--- src/rtl/assert_macros.svh ---
// assertion helpers shared by the rtl
`ifndef ASSERT_MACROS_SVH
`define ASSERT_MACROS_SVH
`ifndef NO_ASSERTIONS
// property must hold at every clock edge outside reset
`define OTSU_ASSERT(lbl, clk, rst_n, prop) \
  lbl: assert property (@(posedge clk) disable iff (!rst_n) prop) \
    else $error("otsu assertion failed");
// condition must never be seen outside reset
`define OTSU_NEVER(lbl, clk, rst_n, expr) \
  lbl: assert property (@(posedge clk) disable iff (!rst_n) !(expr)) \
    else $error("otsu forbidden condition seen");
`else
`define OTSU_ASSERT(lbl, clk, rst_n, prop)
`define OTSU_NEVER(lbl, clk, rst_n, expr)
`endif
`endif

--- src/rtl/otsu_pkg.sv ---
`timescale 1ns / 1ps
package otsu_pkg;

  localparam int SAMPLE_BITS = 16;
  localparam int MAX_SAMPLES = 4096;
  localparam int NUM_BINS    = 256;
  localparam int THR_W       = 24;

  localparam int ADDR_W   = $clog2(MAX_SAMPLES);
  localparam int CNT_W    = $clog2(MAX_SAMPLES + 1);
  localparam int BIN_W    = $clog2(NUM_BINS);
  localparam int Q_W      = BIN_W + 1;
  localparam int SUM_W    = CNT_W + BIN_W;
  localparam int P_W      = SUM_W + CNT_W;
  localparam int SQ_W     = 2 * P_W;
  localparam int DEN_W    = 2 * CNT_W;
  localparam int ML_W     = P_W + DEN_W;
  localparam int CMP_W    = SQ_W + DEN_W;
  localparam int STEP_W   = $clog2(Q_W);

  localparam int FIFO_DEPTH = 4;
  localparam int FIFO_AW    = $clog2(FIFO_DEPTH);

  // one classified sample on its way from front to back
  typedef struct packed {
    logic signed [SAMPLE_BITS-1:0] sample;
    logic                          last;
    logic                          keep;
    logic                          ovf;
  } otsu_item_t;

endpackage

--- src/rtl/otsu_front.sv ---
`timescale 1ns / 1ps
module otsu_front (
  input  logic                             clk,
  input  logic                             rst_n,
  input  logic                             in_valid,
  input  logic [otsu_pkg::SAMPLE_BITS-1:0] in_sample,
  input  logic                             in_last,
  input  logic                             q_full,
  output logic                             in_ready,
  output logic                             q_push,
  output otsu_pkg::otsu_item_t             q_item
);
  import otsu_pkg::*;

  logic [CNT_W-1:0] cnt_r;
  logic             ovf_r;
  logic             keep;

  assign in_ready = !q_full;
  assign q_push   = in_valid && !q_full;
  assign keep     = cnt_r < CNT_W'(MAX_SAMPLES);

  assign q_item.sample = in_sample;
  assign q_item.last   = in_last;
  assign q_item.keep   = keep;
  assign q_item.ovf    = ovf_r || !keep;

  always_ff @(posedge clk) begin
    if (!rst_n) begin
      cnt_r <= '0;
      ovf_r <= 1'b0;
    end else if (q_push) begin
      if (in_last) begin
        cnt_r <= '0;
        ovf_r <= 1'b0;
      end else begin
        cnt_r <= keep ? cnt_r + 1'b1 : cnt_r;
        ovf_r <= ovf_r || !keep;
      end
    end
  end

endmodule

--- config.mk ---
export PLATFORM = sky130hd
export DESIGN_NAME = otsu_front
export DESIGN_NICKNAME = d
export VERILOG_FILES = /design/src/rtl/assert_macros.svh /design/src/rtl/otsu_pkg.sv /design/src/rtl/otsu_front.sv
export SDC_FILE = /design/constraint.sdc
export NUM_CORES = 1
export LEC_CHECK = 0
export ABC_CLOCK_PERIOD_IN_PS = 3310
export BUFFER_PORTS_ARGS = -buffer_cell sky130_fd_sc_hd__buf_2
export CORE_ASPECT_RATIO = 1.2
export CORE_MARGIN = 4
export CORE_UTILIZATION = 47
export DETAILED_ROUTE_END_ITERATION = 6
export GPL_TIMING_DRIVEN = 0
export PLACE_DENSITY = 0.9
export RECOVER_POWER = 100
export SKIP_LAST_GASP = 1
export SLEW_MARGIN = 20
export SYNTH_ARGS = -nofsm -noshare
export SYNTH_HDL_FRONTEND = slang
export SYNTH_SLANG_ARGS = --single-unit
--- constraint.sdc ---
create_clock -name clk -period 3.31 [get_ports clk]
set_clock_uncertainty 0.2 [all_clocks]
set_input_delay 0.662 -clock clk [delete_from_list [all_inputs] [get_ports clk]]
set_output_delay 0.662 -clock clk [all_outputs]
set_load 0.1 [all_outputs]
==> results.ini, run 1 <==
[status]
status = completed

[floorplan]
coreArea_um2 = 1640
row_count = 16
die_w_um = 46.3
die_h_um = 54.0
initial_core_util = 0.504
die-area_um2 = 2500
io_pins = 42

[global_route]
grtUsageMet2 = 0.284
met3_usage = 0.0234
grt_most_used_layer = met2
use_met1 = 0.183
antenna_found_initial = 0
grt_start_max_net_pins = 11
grt_pass1_vias = 732
grt-ovfl-total = 0
gr-usage-all-layers = 0.162
grt_first_pass_wirelength_um = 3020

[synth]
ys_top_cells_by_area = dfxtp_1, buf_4, a21oi_1
synthesis.area_um2 = 827
ys_seq_elements = 14
synth_edf_count = 0
syn-instance-count = 100
syn_nets = 122
async_flop_share = 0
synth_ff_type = dfxtp_1
syn_avg_cell_area_um2 = 8.27
synth_top_area_frac = 0.339
synth.distinct_cells = 28
yosys_warnings = 0
synth_top_cell_by_area = dfxtp_1
yosysSeqAreaShare = 0.339

[sta]
setup_viol = 0
rsz0062_at_grt = false
slew_violations = 0
tns_ns = 0
fmax_ghz = 0.372
hold_viol = 0
finalCriticalPeriod_ns = 2.69
hold-worst-slack_ns = 0.284
tightest_slew_ns = 1.18
slew_headroom = 0.219
finalCritPeriodShare = 0.812

[worst_setup_path]
worstSetupStartpointType = input port
r2r_slack_ns = 1.31
worst_r2r_path_depth = 5
cp.required_ns = 2.45
endpoint_kind = output port
crit_fanout = 10
crit_type = input port to output port
timing.rr.start = cnt_r[0]$_SDFFE_PN0P_
worstPathArrival_ns = 1.82
rr_endpoint = cnt_r[10]$_SDFFE_PN0P_

[cts]
clock-root-buffer = clkbuf_4
cts_tree = done
clock_latency_ns = 0.27
postCtsHoldBufs = 0
path_clk_slew_ns = 0.08
postCtsSetupBuffers = 0
cts_resized = 0
cts.sinks = 14
cts_made_buffers = 3
htreeDepth = 1
cts_buffer_depth = 2

[place]
portBuffers = 25
gp_congestion = 0.747
hpwl_um = 1380

[final_layout]
regArea_um2 = 280
drive_above_1_share = 0.219
antenna_cells = 0
syn2layout_area_growth_pct = 14.8
multi_input_area_um2 = 359
fillers = 156
layout.nets = 152

[pwr]
powerDensity_nw_per_um2 = 414
power_leakage_nw = 0.356
vdd_drop_max_v = 0.000204

[detailed_routing]
num_vias = 763
drt_iter0_drc = 10
wire_per_inst_um = 12.2
drc = 0
antenna_left = 0
finalWirelength_um = 1780
dr.pass1.iters = 4
vias_per_cell = 5.23

[run]
cap_violations = 0

[hold_path]
holdPathStages = 2
hold_start = cnt_r[9]$_SDFFE_PN0P_
min_to = cnt_r[9]$_SDFFE_PN0P_
hold_class = flop to flop

==> flip-flops by register name, indices dropped and copies added, names as in the netlist <==
name	cells
cnt_r	13
ovf_r	1
==> worst max path at each step <==
| stage | startpoint | endpoint | cells past startpoint |
|---|---|---|---|
| final | q_full | q_push | 5 |
| after global routing | q_full | q_push | 5 |
| after CTS | q_full | q_push | 5 |
| after detailed placement | q_full | q_push | 5 |
| after global placement | q_full | q_push | 5 |
| after floorplan | q_full | cnt_r[12]$_SDFFE_PN0P_ | 6 |
==> kinds of logic (layout without fill, tap and decap cells) <==
| kind of cell | count (synthesis) | after routing | share of synthesized area |
|---|---|---|---|
| AND/OR/NAND/NOR | 37 | 37 | 0.274 |
| buffers and inverters | 26 | 54 | 0.209 |
| AO/OA/AOI/OAI | 17 | 17 | 0.110 |
| flip-flops | 14 | 14 | 0.339 |
| XOR/XNOR | 5 | 5 | 0.0529 |
| adder cells (fa/ha/maj) | 1 | 1 | 0.0151 |
==> metal layers <==
metal  up-vias  wire [um]
met5         -          0
met4         0         20
met3         4        154
met2        38        933
met1       339        673
li1        382          -
==> layout by cell type, fill, tap and decap left out, types with 2 or more instances in the layout <==
cell	count
clkbuf_1	22
buf_4	18
dfxtp_1	14
a21oi_1	8
o21ai_0	7
nor2_1	7
inv_1	6
nand2_1	5
xnor2_1	4
or3_1	4
nand3_1	4
buf_2	4
nand4_1	3
or4_1	3
clkbuf_4	3
nand2b_1	2
nor4_1	2
nor2b_1	2
==> final cells by class <==
cell class	instances	area share
inverters	6	0.0237
plain buffers	20	0.150
well taps	18	0.0237
flip-flops and latches	14	0.295
clock buffers	3	0.0237
repair buffers	25	0.105
multi-input cells	60	0.378
==> critical path, cell delays in order <==
cell,delay (ns)
buf_2,0.10
nand2b_1,0.14
clkbuf_1,0.21
inv_1,0.21
clkbuf_2,0.49
==> per-stage QoR <==
| step | area [um^2] | std cells | setup slack [ns] | power, W | utilization |
|---|---|---|---|---|---|
| finish | 950 | 146 | 0.624 | 0.000393 | 0.579 |
| global route | 950 | 146 | 0.525 | 0.000411 | 0.579 |
| CTS | 997 | 146 | 0.791 | 0.000403 | 0.607 |
| detailed placement | 975 | 143 | 0.788 | 0.000310 | 0.594 |
| global placement | 975 | 143 | 0.805 | 0.000308 | 0.594 |
| floorplan | 827 | 100 | 0.815 | 0.000292 | - |
==> where the power goes <==
part / switching [W] / leakage, nW / total [W] / internal [W]
Sequential: 0.00000159 / 0.113 / 0.000171 / 0.000169
Combinational: 0.000107 / 0.229 / 0.000129 / 0.0000224
Clock: 0.0000504 / 0.0138 / 0.0000925 / 0.0000421
==> synth_stat cells (2+ instances only) <==
library cell,instances
buf_4,18
dfxtp_1,14
a21oi_1,8
nor2_1,7
o21ai_0,7
inv_1,6
nand2_1,5
nand3_1,4
or3_1,4
xnor2_1,4
nand4_1,3
nor2b_1,2
nor4_1,2
or4_4,2
Note: power is estimated with default switching activity, not from simulation.
==> run 2, diff against run 1 <==
--- a/config.mk
+++ b/config.mk
@@ -5,14 +5,14 @@
 export SDC_FILE = /design/constraint.sdc
 export NUM_CORES = 1
 export LEC_CHECK = 0
-export ABC_CLOCK_PERIOD_IN_PS = 3310
+export ABC_CLOCK_PERIOD_IN_PS = 2510
 export BUFFER_PORTS_ARGS = -buffer_cell sky130_fd_sc_hd__buf_2
 export CORE_ASPECT_RATIO = 1.2
 export CORE_MARGIN = 4
-export CORE_UTILIZATION = 47
+export CORE_UTILIZATION = 44
 export DETAILED_ROUTE_END_ITERATION = 6
 export GPL_TIMING_DRIVEN = 0
-export PLACE_DENSITY = 0.9
+export PLACE_DENSITY = 0.86
 export RECOVER_POWER = 100
 export SKIP_LAST_GASP = 1
 export SLEW_MARGIN = 20
==> constraint.sdc (replaced) <==
create_clock -name clk -period 2.51 [get_ports clk]
set_clock_uncertainty 0.2 [all_clocks]
set_input_delay 0.502 -clock clk [delete_from_list [all_inputs] [get_ports clk]]
set_output_delay 0.502 -clock clk [all_outputs]
set_load 0.1 [all_outputs]
==> run 2 against run 1 <==
Effect of this change:
- clock power grew 34%
- worst hold slack worse by 0.022 ns
- sequential cell count is the same
- first-iteration DRC count decreased by 30%
- critical path depth is the same
- routed wire length down 8.5%
- utilization down 1.4 points
- critical endpoint unchanged
- largest cell class unchanged
==> results.ini, run 2 (synthesis results as in run 1) <==
[final_layout]
syn2layout_area_growth_pct = 16.2
antenna_cells = 0
layout.nets = 152
layout_common_cells = clkbuf_1, buf_4, dfxtp_1
largest_register = cnt_r
fin_util = 0.565
largest_reg_flops = 13
instances_no_fill = 146
drive_above_1_share = 0.250
reg_top3 = cnt_r (13), ovf_r (1)

[pwr]
p_int_w = 0.000310
pwr-share-seq = 0.432
comb_power_share = 0.330
powerDensity_nw_per_um2 = 542
power_switching_w = 0.000211
power_frac_clock = 0.238
vdd_drop_max_v = 0.000324
switching_share = 0.405
power_leakage_nw = 0.369

[worst_setup_path]
timing.critical_path.buf_inv = 4
path_cells = buf_2 -> nand2b_1 -> buf_6 -> inv_1 -> clkbuf_2
crit_fanout = 10
crit_slowest_cell = clkbuf_2
cp.required_ns = 1.81
path_delay_family = buffers and inverters
worstSetupStartpointType = input port
endpoint_kind = output port
worstPathArrival_ns = 1.56
crit_type = input port to output port
slowest_delay_ns = 0.49

[place]
portBuffers = 25
gp_congestion = 0.769
hpwl_um = 1350
numPlacedInstances = 143

[sta]
setup_viol = 0
slew_headroom = 0.223
tns_ns = 0
slew_violations = 0
tightest_slew_ns = 1.17
finalCritPeriodShare = 0.901
rsz0062_at_grt = false
finalCriticalPeriod_ns = 2.26
hold_viol = 0
fmax_ghz = 0.442

[floorplan]
initial_core_util = 0.486
die_w_um = 47.6
die-area_um2 = 2640
io_pins = 42
row_count = 16
coreArea_um2 = 1700
die_h_um = 55.5

[cts]
path_clk_slew_ns = 0.08
cts_tree = done
clock-root-buffer = clkbuf_4
cts.sinks = 14
htreeDepth = 1
clock_latency_ns = 0.28
postCtsHoldBufs = 0
postCtsSetupBuffers = 0
cts_made_buffers = 3
cts_buffer_depth = 2
cts_resized = 0

[detailed_routing]
drt_iter0_drc = 7
antenna_left = 0
finalWirelength_um = 1630
vias_per_cell = 5.07
wire_per_inst_um = 11.2
num_vias = 740
dr.pass1.iters = 4
drc = 0

[status]
status = completed

[global_route]
antenna_found_initial = 0
grt_first_pass_wirelength_um = 2620
grt_pass1_vias = 683
grt-ovfl-total = 0
gr-usage-all-layers = 0.131
grt_start_max_net_pins = 11

[hold_path]
hold_class = flop to flop

[run]
cap_violations = 0

==> run 2: changes by cell type in the layout (fill, tap and decap cells not counted) <==
cell      delta
clkbuf_2     +3
buf_6        +1
clkbuf_1     -4
==> run 2: cell type report <==
class	count	area [um^2]
buffer	20	150
clock buffer	3	22.5
fill	158	741
inverter	6	22.5
multi-input combinational	60	359
sequential	14	280
tap	18	22.5
timing repair buffer	25	104
==> run 2: power by group through the flow <==
| stage | logic [W] | clock network [W] | registers (W) |
|---|---|---|---|
| after floorplan | 0.000156 | 0 | 0.000230 |
| after global placement | 0.000177 | 0 | 0.000230 |
| after detailed placement | 0.000178 | 0 | 0.000230 |
| after CTS | 0.000178 | 0.000128 | 0.000225 |
| after global routing | 0.000178 | 0.000136 | 0.000225 |
| final | 0.000172 | 0.000124 | 0.000225 |
==> run 2: per-stage QoR <==
| step | power, W | area [um^2] | worst slack, ns | hold WS (ns) |
|---|---|---|---|---|
| final | 0.000521 | 961 | 0.248 | 0.262 |
| after global routing | 0.000540 | 961 | 0.188 | 0.322 |
| after CTS | 0.000531 | 997 | 0.319 | 0.272 |
| after detailed placement | 0.000408 | 975 | 0.322 | 0.253 |
| after global placement | 0.000407 | 975 | 0.316 | 0.241 |
| after floorplan | 0.000386 | 827 | 0.175 | 0.229 |
==> run 2: path summary, 6_finish.rpt <==
check,startpoint,endpoint,slack [ns],cells past startpoint
worst max-delay path,q_full,q_push,0.25,5
worst min-delay path,ovf_r$_SDFFE_PN0P_,ovf_r$_SDFFE_PN0P_,0.26,2
worst max register to register,cnt_r[0]$_SDFFE_PN0P_,cnt_r[10]$_SDFFE_PN0P_,0.56,5
worst min register to register,ovf_r$_SDFFE_PN0P_,ovf_r$_SDFFE_PN0P_,0.26,2
==> run 2: worst min-delay path, cell delays in order, from the launching register on <==
cell and delay, ns:
dfxtp_1 0.33, a21oi_1 0.04, nor2_1 0.06
==> run 2: routing by layer <==
layer / wire [um] / vias up / global-route usage
met4: 34 / 0 / 0.0692
met5: 0 / - / 0
met3: 148 / 4 / 0.0195
li1: - / 384 / -
met1: 600 / 320 / 0.135
met2: 847 / 32 / 0.234
==> run 3, diff against run 2 <==
--- a/config.mk
+++ b/config.mk
@@ -13,7 +13,6 @@
 export DETAILED_ROUTE_END_ITERATION = 6
 export GPL_TIMING_DRIVEN = 0
 export PLACE_DENSITY = 0.86
-export RECOVER_POWER = 100
 export SKIP_LAST_GASP = 1
 export SLEW_MARGIN = 20
 export SYNTH_ARGS = -nofsm -noshare
==> run 3 against run 2 <==
Effect of this change:
- sequential power about the same
- worst hold slack about the same
- highest routed layer unchanged
- cell count is the same
- clock power about the same
- register-to-register slack improved by 0.05 ns
- global-route usage stayed put
==> results.ini, run 3 (synthesis results as in run 1) <==
[worst_setup_path]
rr_endpoint = cnt_r[10]$_SDFFE_PN0P_
crit_type = input port to output port
crit_fanout = 10
timing.critical_path.buf_inv = 4
timing.rr.start = cnt_r[0]$_SDFFE_PN0P_
crit_end = q_push
crit_cells = 5
crit_top_cell = buf_2
cp.required_ns = 1.81
endpoint_kind = output port
r2r_slack_ns = 0.61
crit_slowest_cell = buf_2
worstSetupStartpointType = input port
worst_r2r_path_depth = 5
path_cells = buf_2 -> nand2b_4 -> buf_6 -> inv_1 -> buf_2
worstPathArrival_ns = 1.49
path_delay_family = buffers and inverters
cp-startpoint = q_full
slowest_delay_ns = 0.46

[final_layout]
largest_register = cnt_r
final_common_cell = buf_2
layout.nets = 152
layout_common_cells = buf_2, buf_4, dfxtp_1
largest_reg_flops = 13
reg_top3 = cnt_r (13), ovf_r (1)
fillers = 143
syn2layout_area_growth_pct = 20.6
drive_above_1_share = 0.406
antenna_cells = 0

[sta]
tightest_slew_ns = 0.489
fmax_ghz = 0.457
hold_viol = 0
setup_viol = 0
rsz0062_at_grt = false
slew_violations = 0
slew_headroom = 0.676
worst_slack_ns = 0.320
tns_ns = 0
finalCriticalPeriod_ns = 2.19
finalCritPeriodShare = 0.872

[cts]
htreeDepth = 1
clock_latency_ns = 0.28
path_clk_slew_ns = 0.08
cts_buffer_depth = 2
postCtsHoldBufs = 0
cts_resized = 0
cts.sinks = 14
cts_tree = done
clock-root-buffer = clkbuf_4
postCtsSetupBuffers = 0
cts_made_buffers = 3

[detailed_routing]
vias_per_cell = 5.04
finalWirelength_um = 1620
wire_per_inst_um = 11.1
drt_iter0_drc = 6
num_vias = 736
drc = 0
dr.pass1.iters = 3
antenna_left = 0

[global_route]
antenna_found_initial = 0
grt_pass1_vias = 683
grt_first_pass_wirelength_um = 2620
gr-usage-all-layers = 0.131
grt_start_max_net_pins = 11
grt-ovfl-total = 0

[place]
hpwl_um = 1350
portBuffers = 25
place_ws_ns = 0.322
gp_congestion = 0.769

[pwr]
powerDensity_nw_per_um2 = 529
power_leakage_nw = 0.425
vdd_drop_max_v = 0.000328
p_total_w = 0.000527

[status]
status = completed

[floorplan]
die_w_um = 47.6
coreArea_um2 = 1700
die-area_um2 = 2640
io_pins = 42
die_h_um = 55.5
initial_core_util = 0.486
row_count = 16

[run]
cap_violations = 0

[hold_path]
hold_class = flop to flop

==> run 3: cell count changes in the layout (fill, tap and decap cells not counted) <==
cell	before	now
buf_2	4	25
clkbuf_1	18	1
clkbuf_2	4	0
nand2b_1	2	1
nand2b_4	0	1
or4_1	3	1
or4_4	0	2
==> run 3: routing by layer <==
metal / part of all wire / up-vias / global-route usage
met3: 0.10 / 4 / 0.0195
li1: - / 384 / -
met1: 0.36 / 314 / 0.135
met4: 0.021 / 0 / 0.0692
met5: 0 / - / 0
met2: 0.52 / 34 / 0.234
==> run 3: worst min path at each step <==
stage	startpoint	endpoint	slack [ns]	cells past startpoint
final	ovf_r$_SDFFE_PN0P_	ovf_r$_SDFFE_PN0P_	0.26	2
after global routing	rst_n	cnt_r[2]$_SDFFE_PN0P_	0.32	2
after global placement	ovf_r$_SDFFE_PN0P_	ovf_r$_SDFFE_PN0P_	0.24	2
after detailed placement	ovf_r$_SDFFE_PN0P_	ovf_r$_SDFFE_PN0P_	0.25	2
after CTS	ovf_r$_SDFFE_PN0P_	ovf_r$_SDFFE_PN0P_	0.27	2
after floorplan	ovf_r$_SDFFE_PN0P_	ovf_r$_SDFFE_PN0P_	0.23	2
==> run 3: final cells by class <==
cell class              instances  area, um^2  area share
multi-input cells              60         374       0.375
flip-flops and latches         14         280       0.281
plain buffers                  20         150       0.151
repair buffers                 25         125       0.125
clock buffers                   3        22.5      0.0226
inverters                       6        22.5      0.0226
well taps                      18        22.5      0.0226
==> run 3: power breakdown <==
part	switching [W]	internal [W]
Combinational	0.000141	0.0000363
Sequential	0.00000172	0.000223
Clock	0.0000691	0.0000556
Total	0.000212	0.000315
==> run 3: metrics by stage <==
step | utilization | cells | hold slack [ns] | cell area, um^2
4_1_cts | 0.586 | 146 | 0.272 | 997
3_5_place_dp | 0.573 | 143 | 0.253 | 975
6_report | 0.586 | 146 | 0.262 | 997
2_1_floorplan | - | 100 | 0.229 | 827
5_1_grt | 0.586 | 146 | 0.322 | 997
3_3_place_gp | 0.573 | 143 | 0.241 | 975
==> run 3: tightest hold or removal path, cell delays in order (launching register included) <==
cell and delay (ns):
dfxtp_1 0.33, a21oi_1 0.04, nor2_1 0.06
