File: src/rtl/assert_macros.svh
// assertion helpers shared by the rtl
`ifndef ASSERT_MACROS_SVH
`define ASSERT_MACROS_SVH
`ifndef NO_ASSERTIONS
// property must hold at every clock edge outside reset
`define OTSU_ASSERT(lbl, clk, rst_n, prop) \
  lbl: assert property (@(posedge clk) disable iff (!rst_n) prop) \
    else $error("otsu assertion failed");
// condition must never be seen outside reset
`define OTSU_NEVER(lbl, clk, rst_n, expr) \
  lbl: assert property (@(posedge clk) disable iff (!rst_n) !(expr)) \
    else $error("otsu forbidden condition seen");
`else
`define OTSU_ASSERT(lbl, clk, rst_n, prop)
`define OTSU_NEVER(lbl, clk, rst_n, expr)
`endif
`endif

File: src/rtl/otsu_pkg.sv
`timescale 1ns / 1ps
package otsu_pkg;

  localparam int SAMPLE_BITS = 16;
  localparam int MAX_SAMPLES = 4096;
  localparam int NUM_BINS    = 256;
  localparam int THR_W       = 24;

  localparam int ADDR_W   = $clog2(MAX_SAMPLES);
  localparam int CNT_W    = $clog2(MAX_SAMPLES + 1);
  localparam int BIN_W    = $clog2(NUM_BINS);
  localparam int Q_W      = BIN_W + 1;
  localparam int SUM_W    = CNT_W + BIN_W;
  localparam int P_W      = SUM_W + CNT_W;
  localparam int SQ_W     = 2 * P_W;
  localparam int DEN_W    = 2 * CNT_W;
  localparam int ML_W     = P_W + DEN_W;
  localparam int CMP_W    = SQ_W + DEN_W;
  localparam int STEP_W   = $clog2(Q_W);

  localparam int FIFO_DEPTH = 4;
  localparam int FIFO_AW    = $clog2(FIFO_DEPTH);

  // one classified sample on its way from front to back
  typedef struct packed {
    logic signed [SAMPLE_BITS-1:0] sample;
    logic                          last;
    logic                          keep;
    logic                          ovf;
  } otsu_item_t;

endpackage

File: src/rtl/otsu_fifo.sv
`timescale 1ns / 1ps
`include "assert_macros.svh"
module otsu_fifo (
  input  logic                 clk,
  input  logic                 rst_n,
  input  logic                 push,
  input  otsu_pkg::otsu_item_t push_item,
  output logic                 full,
  input  logic                 pop,
  output otsu_pkg::otsu_item_t pop_item,
  output logic                 valid
);
  import otsu_pkg::*;

  otsu_item_t         slot_r [FIFO_DEPTH];
  logic [FIFO_AW-1:0] wp_r;
  logic [FIFO_AW-1:0] rp_r;
  logic [FIFO_AW:0]   cnt_r;

  assign full     = cnt_r == (FIFO_AW+1)'(FIFO_DEPTH);
  assign valid    = cnt_r != '0;
  assign pop_item = slot_r[rp_r];

  always_ff @(posedge clk) begin
    if (push) begin
      slot_r[wp_r] <= push_item;
    end
  end

  always_ff @(posedge clk) begin
    if (!rst_n) begin
      wp_r  <= '0;
      rp_r  <= '0;
      cnt_r <= '0;
    end else begin
      if (push) wp_r <= wp_r + 1'b1;
      if (pop)  rp_r <= rp_r + 1'b1;
      if (push && !pop)      cnt_r <= cnt_r + 1'b1;
      else if (pop && !push) cnt_r <= cnt_r - 1'b1;
    end
  end

  `OTSU_NEVER(a_push_when_full, clk, rst_n, push && full)
  `OTSU_NEVER(a_pop_when_empty, clk, rst_n, pop && !valid)
  `OTSU_ASSERT(a_fill_bounded, clk, rst_n, cnt_r <= (FIFO_AW+1)'(FIFO_DEPTH))

endmodule

File: config.mk
export PLATFORM = sky130hd
export DESIGN_NAME = otsu_fifo
export DESIGN_NICKNAME = d
export VERILOG_FILES = /design/src/rtl/otsu_pkg.sv /design/src/rtl/otsu_fifo.sv
export VERILOG_INCLUDE_DIRS = /design/src /design/src/rtl
export SDC_FILE = /design/constraint.sdc
export NUM_CORES = 1
export LEC_CHECK = 0
export BUFFER_PORTS_ARGS = -buffer_cell sky130_fd_sc_hd__buf_2
export CAP_MARGIN = 20
export CELL_PAD_IN_SITES_DETAIL_PLACEMENT = 0
export CELL_PAD_IN_SITES_GLOBAL_PLACEMENT = 1
export CORE_AREA = 4 4 95 97
export CTS_BUF_LIST = sky130_fd_sc_hd__clkbuf_4
export DETAILED_ROUTE_END_ITERATION = 8
export DIE_AREA = 0 0 99 101
export HOLD_SLACK_MARGIN = 0.1
export PLACE_DENSITY_LB_ADDON = 0.1
export SLEW_MARGIN = 20
export SYNTH_ARGS = -nofsm -noshare
export SYNTH_HDL_FRONTEND = slang
export SYNTH_SLANG_ARGS = --single-unit
File: constraint.sdc
create_clock -name clk -period 4.91 [get_ports clk]
set_clock_uncertainty 0.2 [all_clocks]
set_input_delay 0.491 -clock clk [delete_from_list [all_inputs] [get_ports clk]]
set_output_delay 0.491 -clock clk [all_outputs]
set_load 0.005 [all_outputs]
==> flow_summary.yaml, run 1 <==
clocking:
  clock_latency_ns: 0.40
  clk_pin_slew_ns: 0.12
  cts_tree: "built"
  post_cts_resized: 0
  clk_path_buf_depth: 2
  post_cts_buffers: 0
  cts_buffers: 9
  cts_hold_buf: 19
  cts_sinks: 85
  cts_max_level: 3
  root_buffer: "clkbuf_4"
setup_path:
  cp-end-kind: "output port"
  crit_chain: "mux4_2, buf_2"
  crit_type: "reg -> out"
  worst_ep_arrival_time_ns: 1.93
  critPathSlowestCell: "dfxtp_1"
  critPathLaunchType: "flip-flop"
  cp_slowest_stage_delay_ns: 0.95
  worstPathRequired_ns: 4.22
  path_buf_inv: 1
  crit_family: "flip-flops"
  critPathMaxFanout: 19
detailed_routing:
  drt_iter0_markers: 44
  dr.pass1.iters: 4
  post_drt_wl_per_cell_um: 16.5
  vias: 1536
  ant_nets: 0
  routed_wl_mm: 5.31
  drc_errors: 0
  via_per_inst: 4.77
global_routing:
  antenna_found_initial: 0
  grt_pass1_vias: 1727
  grt-ovfl-total: 0
  grt_pass1_wl_mm: 8.76
  grt_max_degree: 20
  grt_use_total: 0.115
placed_design:
  portBuffers: 43
  place_hpwl_mm: 3.31
  gp_congestion: 0.729
sta:
  hold_ws_ns: 0.183
  max_freq_ghz: 0.382
  worst_pin_slew_ns: 1.03
  final_max_slew_viol_count: 0
  fin_crit_sh: 0.533
  hold_viol_final: 0
  setup_violations: 0
  finalSetupTns_ns: 0
  slew_headroom: 0.310
  period_needed_ns: 2.62
  rsz0062_at_grt: "no"
synthesis:
  ys_warn_count: 0
  synth_nets: 171
  synth.distinct_cells: 20
  seq_area_frac_synth: 0.762
  synth_area_um2: 3230
  synth_seq_cells: 85
  avgSynthCellArea_um2: 22.8
  synth_top_family_by_area: "multiplexers"
  synthSimpleGateAreaFrac: 0.0286
  synth_xor_area_frac: 0.0136
  synth_compound_area_frac: 0.00387
  synth_fa_ha_area_frac: 0.0256
  syn-instance-count: 142
  synth_mux_area_frac: 0.149
layout:
  nNetsFinal: 241
  most-common-layout-cells: "edfxtp_1 (76), buf_2 (43), dlygate4sd3_1 (19), mux4_2 (10)"
  syn_to_final_growth_pct: 20.7
  diodes: 0
  layout-drive-gt1-share: 0.318
  layout_commonest_cell: "edfxtp_1"
  fillerInstances: 685
die:
  start_util: 0.397
  die_area_um2: 10000
  core.rowCount: 33
  core-area_um2: 8130
  die-height_um: 101
  fp.dieW_um: 99
  io_pins: 44
power:
  leakagePower_nw: 1.38
  powerDensity_nw_per_um2: 370
  ir_drop_v: 0.000215
job:
  maxCapViolCount: 0
status:
  status: "completed"
worst_hold_path:
  hp-class: "in -> reg"
final cells by class:
type	count	area, um2	area share
repair buffers	63	413	0.106
clock buffers	9	67.6	0.0173
clock inverters	7	97.6	0.0250
inverters	4	15.0	0.00385
well taps	105	131	0.0337
multi-input cells	49	713	0.183
flip-flops and latches	85	2460	0.631
logic make-up (layout without fill, tap and decap cells):
logic type	count (synthesis)	in the layout
flip-flops	85	85
multiplexers	21	21
buffers and inverters	8	83
adder cells (fa/ha/maj)	6	6
XOR/XNOR	5	5
AO/OA/AOI/OAI	2	2
AND/OR/NAND/NOR	15	15
layer usage:
layer	routed length [um]	GRT usage	part of all wire
met5	0	0	0
met4	84	0.0473	0.016
met3	208	0.0284	0.039
met2	2800	0.201	0.53
met1	2220	0.137	0.42
worst paths after layout:
check | start | to | slack (ns) | cells past startpoint
setup reg to reg | wp_r[0] | slot_r[2][6] | 2.91 | 3
hold reg to reg | cnt_r[2] | cnt_r[2] | 0.36 | 2
hold / removal | rst_n | rp_r[0] | 0.18 | 2
setup / recovery | flip-flop | pop_item[11] | 2.29 | 2
cell usage after synthesis:
| library cell | count | area [um2] |
|---|---|---|
| nand2_1 | 1 | 3.75 |
| buf_2 | 2 | 10.0 |
| edfxtp_1 | 76 | 2280 |
| a21boi_0 | 1 | 7.51 |
| buf_6 | 1 | 11.3 |
| nor2b_1 | 2 | 12.5 |
| mux4_2 | 10 | 225 |
| ha_1 | 5 | 62.6 |
| and2_1 | 9 | 56.3 |
| xor2_1 | 3 | 26.3 |
| xnor2_1 | 2 | 17.5 |
| fa_1 | 1 | 20.0 |
| or3_1 | 2 | 12.5 |
| o21ai_0 | 1 | 5.00 |
| buf_12 | 1 | 20.0 |
| dfxtp_1 | 9 | 180 |
| nor3b_1 | 1 | 7.51 |
| mux4_1 | 9 | 236 |
| mux2i_1 | 2 | 20.0 |
| inv_1 | 4 | 15.0 |
sequential cells by signal, indices dropped and copies added, names as in the netlist, named ones only:
name	flops
slot_r	76
wp_r	2
cnt_r	3
rp_r	2
stage by stage:
stage | std cells | instance area (um2) | total power, W | util | setup WS, ns
detailed placement | 287 | 3540 | 0.00101 | 0.436 | 2.64
finish | 322 | 3900 | 0.00144 | 0.479 | 2.29
global placement | 287 | 3540 | 0.00101 | 0.436 | 2.68
global route | 322 | 3900 | 0.00151 | 0.479 | 2.16
floorplan | 142 | 3230 | 0.000948 | - | 2.94
CTS | 322 | 3900 | 0.00146 | 0.479 | 2.19
power breakdown:
part           switching (W)  total, W  internal (W)
logic              0.0000693  0.000155     0.0000855
registers          0.0000185  0.000846      0.000828
clock network       0.000231  0.000440      0.000209
(Power assumes the default switching activity.)
==> inputs of run 2 (changes only) <==
ABC_AREA = 1   (was default)
CORE_AREA = 4 4 96 98   (was 4 4 95 97)
DIE_AREA = 0 0 100 102   (was 0 0 99 101)
clock period = 2.5 ns   (was 4.91 ns; I/O delays follow)
==> run 2 against run 1 <==
Register-to-register slack worse by 2.3 ns. Cell count is 33% higher. Sequential share of layout area down 1.1 points. Sequential power up 93%. Global-route usage is 1.9 points higher.
==> flow_summary.yaml, run 2 <==
layout:
  fillerInstances: 789
  largest_reg_flops: 76
  layout_commonest_cell: "edfxtp_1"
  top_regs: "slot_r (76), cnt_r (3)"
  syn_to_final_growth_pct: 20.1
  most-common-layout-cells: "edfxtp_1 (76), buf_2 (43), o21ai_0 (42), nor2_1 (41), dlygate4sd3_1 (23)"
  nNetsFinal: 343
  top_register: "slot_r"
  stdcell_area_um2: 3970
  layout-drive-gt1-share: 0.216
  diodes: 0
clocking:
  cts_buffers: 9
  clk_pin_slew_ns: 0.12
  clock_latency_ns: 0.39
  cts_tree: "built"
  clk_path_buf_depth: 2
  root_buffer: "clkbuf_4"
  post_cts_buffers: 0
  cts_max_level: 3
  cts_sinks: 85
status:
  status: "completed"
sta:
  final_max_slew_viol_count: 0
  fin_crit_sh: 0.870
  rsz0062_at_grt: "no"
  setup_violations: 0
  slew_headroom: 0.436
  finalSetupTns_ns: 0
  period_needed_ns: 2.18
  hold_ws_ns: 0.249
  hold_viol_final: 0
  max_freq_ghz: 0.460
  worst_pin_slew_ns: 0.845
global_routing:
  grt_max_degree: 39
  grt_pass1_wl_mm: 10.2
  grt_use_total: 0.134
  grt-ovfl-total: 0
  antenna_found_initial: 0
  grt_pass1_vias: 1927
placed_design:
  portBuffers: 43
  gp_congestion: 0.672
  place_hpwl_mm: 3.80
  placed_area_um2: 3600
synthesis:
  async_reset_ff_frac: 0
  ys_warn_count: 0
  synth.distinct_cells: 22
  synth_seq_cells: 85
  synth_most_common_cell: "edfxtp_1"
  synth_top_cell_by_area: "edfxtp_1"
  yosysTopAreaCellShare: 0.691
  avgSynthCellArea_um2: 13.6
  seq_area_frac_synth: 0.746
  synth_nets: 272
  synthTopCellsByArea: "edfxtp_1 (69%), o21ai_0 (6.4%), dfxtp_1 (5.5%)"
  syn-instance-count: 243
  synth_edf_count: 76
  synth_area_um2: 3300
  synthTopCellsByCount: "edfxtp_1 (76), o21ai_0 (42), nor2_1 (41)"
  synthFlopType: "edfxtp_1"
detailed_routing:
  post_drt_wl_per_cell_um: 15.3
  drt_iter0_markers: 90
  via_per_inst: 4.84
  drc_errors: 0
  routed_wl_mm: 6.51
  ant_nets: 0
  dr.pass1.iters: 4
  vias: 2068
setup_path:
  crit_chain: "inv_2, nor2_1, o22ai_1, buf_2"
  cp-end-kind: "output port"
  critPathMaxFanout: 38
  rr_worst_depth: 4
  critPathSlowestCell: "inv_2"
  worst_ep_arrival_time_ns: 1.73
  r2r_slack_ns: 0.66
  crit_type: "reg -> out"
  worstPathRequired_ns: 2.05
  critPathLaunchType: "flip-flop"
  cp_slowest_stage_delay_ns: 0.49
die:
  io_pins: 44
  die_area_um2: 10200
  die-height_um: 102
  fp.dieW_um: 100
  start_util: 0.390
  core.rowCount: 34
  core-area_um2: 8470
worst_hold_path:
  hold_depth: 1
  hp-class: "reg -> reg"
power:
  powerDensity_nw_per_um2: 677
  leakagePower_nw: 1.47
  ir_drop_v: 0.000270
job:
  maxCapViolCount: 0
==> run 2: routing by layer <==
| layer | wire length [um] | global-route usage | up-vias | share of wire |
|---|---|---|---|---|
| li1 | - | - | 1024 | - |
| met1 | 3080 | 0.182 | 1005 | 0.47 |
| met2 | 3140 | 0.212 | 32 | 0.48 |
| met3 | 215 | 0.0273 | 7 | 0.033 |
| met4 | 75 | 0.0591 | 0 | 0.012 |
| met5 | 0 | 0 | - | 0 |
==> run 2: worst paths after layout <==
check                  from            to
hold / removal      rp_r[1]       rp_r[1]
setup / recovery  flip-flop  pop_item[17]
setup reg to reg    wp_r[0]  slot_r[2][1]
hold reg to reg     rp_r[1]       rp_r[1]
==> run 2: what timing repair did <==
| item | 4_1_cts | 5_1_grt |
|---|---|---|
| endpoints found under the hold margin | 85 | 0 |
| hold buffers | 23 | 0 |
| resized for setup | 0 | 0 |
==> run 2: area by class of cell <==
type | instances | area (um2) | share of cell area
Inverter | 17 | 63.8 | 0.0161
Sequential cell | 85 | 2460 | 0.621
Tap cell | 108 | 135 | 0.0341
Multi-Input combinational cell | 130 | 676 | 0.170
Timing Repair Buffer | 71 | 495 | 0.125
Clock buffer | 9 | 67.6 | 0.0170
Clock inverter | 7 | 66.3 | 0.0167
==> run 2: where the power goes <==
part | internal [W] | switching, W | leakage [nW]
Combinational | 0.000127 | 0.000179 | 0.631
Clock | 0.000298 | 0.000446 | 0.0670
Sequential | 0.00161 | 0.0000206 | 0.773
==> run 2: kinds of logic (layout without fill, tap and decap cells) <==
| logic type | Yosys count | count (layout) | share of synthesized area |
|---|---|---|---|
| AO/OA/AOI/OAI | 67 | 67 | 0.111 |
| adder cells (fa/ha/maj) | 6 | 6 | 0.0250 |
| buffers and inverters | 28 | 104 | 0.0496 |
| flip-flops | 85 | 85 | 0.746 |
| AND/OR/NAND/NOR | 57 | 57 | 0.0686 |
==> run 2: worst max-delay path: cells and delay by family, from the launching register on <==
family,cells,cell delay (ns)
AO/OA/AOI/OAI,1,0.23
buffers and inverters,2,0.64
flip-flops,1,0.34
AND/OR/NAND/NOR,1,0.11
==> run 2: through the flow <==
step / setup slack, ns / cells / power (W) / util
2_1_floorplan: 0.952 / 243 / 0.00183 / -
3_3_place_gp: 0.639 / 388 / 0.00195 / 0.426
3_5_place_dp: 0.625 / 388 / 0.00195 / 0.426
4_1_cts: 0.250 / 427 / 0.00272 / 0.469
5_1_grt: 0.136 / 427 / 0.00283 / 0.469
6_report: 0.324 / 427 / 0.00268 / 0.469
==> inputs of run 3 (changes only) <==
MAX_ROUTING_LAYER = met4   (was default)
SKIP_CTS_REPAIR_TIMING = 1   (was default)
clock period = 2 ns   (was 2.5 ns; I/O delays follow)
==> run 3 against run 2 <==
Combinational power grew 35%. Non-clock buffer count is 6 higher. Critical path depth is 1 higher. Global-route usage shrank 0.11 points. Sequential cell count stayed put. Via count shrank 0.15%. Sequential share of layout area down 2.0 points. Sequential power increased by 26%. Clock-buffer cell count increased by 1. First-iteration DRC count down 52%. Die area did not move. Worst hold slack improved by 0.0045 ns.
==> flow_summary.yaml, run 3 (synthesis results as in run 2) <==
status:
  status: "completed"
global_routing:
  use_met1: 0.164
  grt_pass1_vias: 1886
  grt_pass1_wl_mm: 9.76
  grt_max_degree: 25
  grt-ovfl-total: 0
  busiest_layer: "met2"
  met2_usage: 0.207
  grt_use_met3: 0.0328
  antenna_found_initial: 0
  grt_use_total: 0.133
layout:
  top_regs: "slot_r (76), cnt_r (3)"
  nNetsFinal: 349
  top_register: "slot_r"
  stdcell_area_um2: 4110
  layout-drive-gt1-share: 0.238
  most-common-layout-cells: "edfxtp_1 (76), buf_2 (43), nor2_1 (41), o21ai_0 (41), dlygate4sd3_1 (23)"
  largest_reg_flops: 76
  diodes: 0
  syn_to_final_growth_pct: 24.4
  layout_commonest_cell: "edfxtp_1"
detailed_routing:
  ant_nets: 0
  routed_wl_mm: 6.47
  drt_iter0_markers: 43
  post_drt_wl_per_cell_um: 15.0
  drc_errors: 0
  via_per_inst: 4.78
  vias: 2065
  dr.pass1.iters: 4
setup_path:
  crit_type: "reg -> out"
  r2r_end: "slot_r[3][7]"
  cp_slowest_stage_delay_ns: 0.39
  critPathLaunchType: "flip-flop"
  worst_ep_arrival_time_ns: 1.47
  r2r_slack_ns: 0.46
  crit_family: "buffers and inverters"
  critPathMaxFanout: 16
  r2r_start: "wp_r[1]"
  critPathSlowestCell: "dfxtp_4"
  path_depth: 5
  rr_worst_depth: 4
  crit_chain: "inv_8, buf_12, o21ai_0, o22ai_1, buf_2"
  cp-end-kind: "output port"
  endpoint: "pop_item[12]"
  path_buf_inv: 3
  worstPathRequired_ns: 1.60
clocking:
  cts_buffers: 9
  clk_pin_slew_ns: 0.12
  root_buffer: "clkbuf_4"
  cts_max_level: 3
  clock_latency_ns: 0.40
  clk_path_buf_depth: 2
  cts_sinks: 85
  cts_tree: "built"
die:
  io_pins: 44
  fp.dieW_um: 100
  start_util: 0.390
  die_area_um2: 10200
  core-area_um2: 8470
  die-height_um: 102
  core.rowCount: 34
sta:
  worst_slack_ns: 0.127
  period_needed_ns: 1.87
  hold_ws_ns: 0.254
  slew_headroom: 0.765
  worst_pin_slew_ns: 0.352
  fin_crit_sh: 0.936
  rsz0062_at_grt: "no"
  setup_violations: 0
  final_max_slew_viol_count: 0
  max_freq_ghz: 0.534
  hold_viol_final: 0
power:
  ir_drop_v: 0.000410
  powerDensity_nw_per_um2: 855
  power_w: 0.00351
  leakagePower_nw: 1.54
job:
  maxCapViolCount: 0
placed_design:
  post-place-ws_ns: 0.401
  gp_congestion: 0.661
  portBuffers: 43
  place_hpwl_mm: 3.96
  placed_area_um2: 3680
worst_hold_path:
  hold_depth: 1
  hp-class: "reg -> reg"
## run 3: cell count changes in the layout (fill, tap and decap cells not counted), sizes merged
cell and delta:
clkbuf +2, bufinv +1, clkinvlp -1, buf +5
clkinv -2
## run 3: how the worst min path moves through the flow
stage,from,end
floorplan,push_item[0],slot_r[0][0]
global placement,push_item[9],slot_r[0][9]
detailed placement,push_item[11],slot_r[2][11]
CTS,push_item[11],slot_r[0][11]
global route,push_item[10],slot_r[0][10]
finish,rp_r[1],flip-flop
## run 3: worst reg2reg max path, cell delays in order (launching register included)
cell     delay [ns]
dfxtp_1        0.38
ha_1           0.15
nand2_1        0.05
inv_1          0.27
buf_12         0.21
## run 3: report_power, final
part           internal (W)  switching [W]  leakage (nW)
registers           0.00202      0.0000300         0.774
logic              0.000186       0.000226         0.686
clock network      0.000509       0.000544        0.0799
## run 3: cell type report
cell class / count / area (um2)
clock inverters: 5 / 76.3
well taps: 108 / 135
clock buffers: 10 / 75.1
repair buffers: 77 / 603
multi-input cells: 130 / 676
flip-flops and latches: 85 / 2470
fillers: 755 / 4360
inverters: 17 / 73.8
## run 3: per-layer routing
metal	part of all wire	routed length (um)
met5	0	0
met4	0.020	127
met3	0.040	256
met2	0.49	3180
met1	0.45	2910
## run 3: metrics by stage
| step | utilization | std cells | TNS (ns) |
|---|---|---|---|
| after floorplan | - | 243 | 0 |
| after detailed placement | 0.434 | 393 | 0 |
| after CTS | 0.452 | 408 | -0.250 |
| after global routing | 0.485 | 432 | 0 |
| final | 0.485 | 432 | 0 |
| after global placement | 0.434 | 393 | 0 |
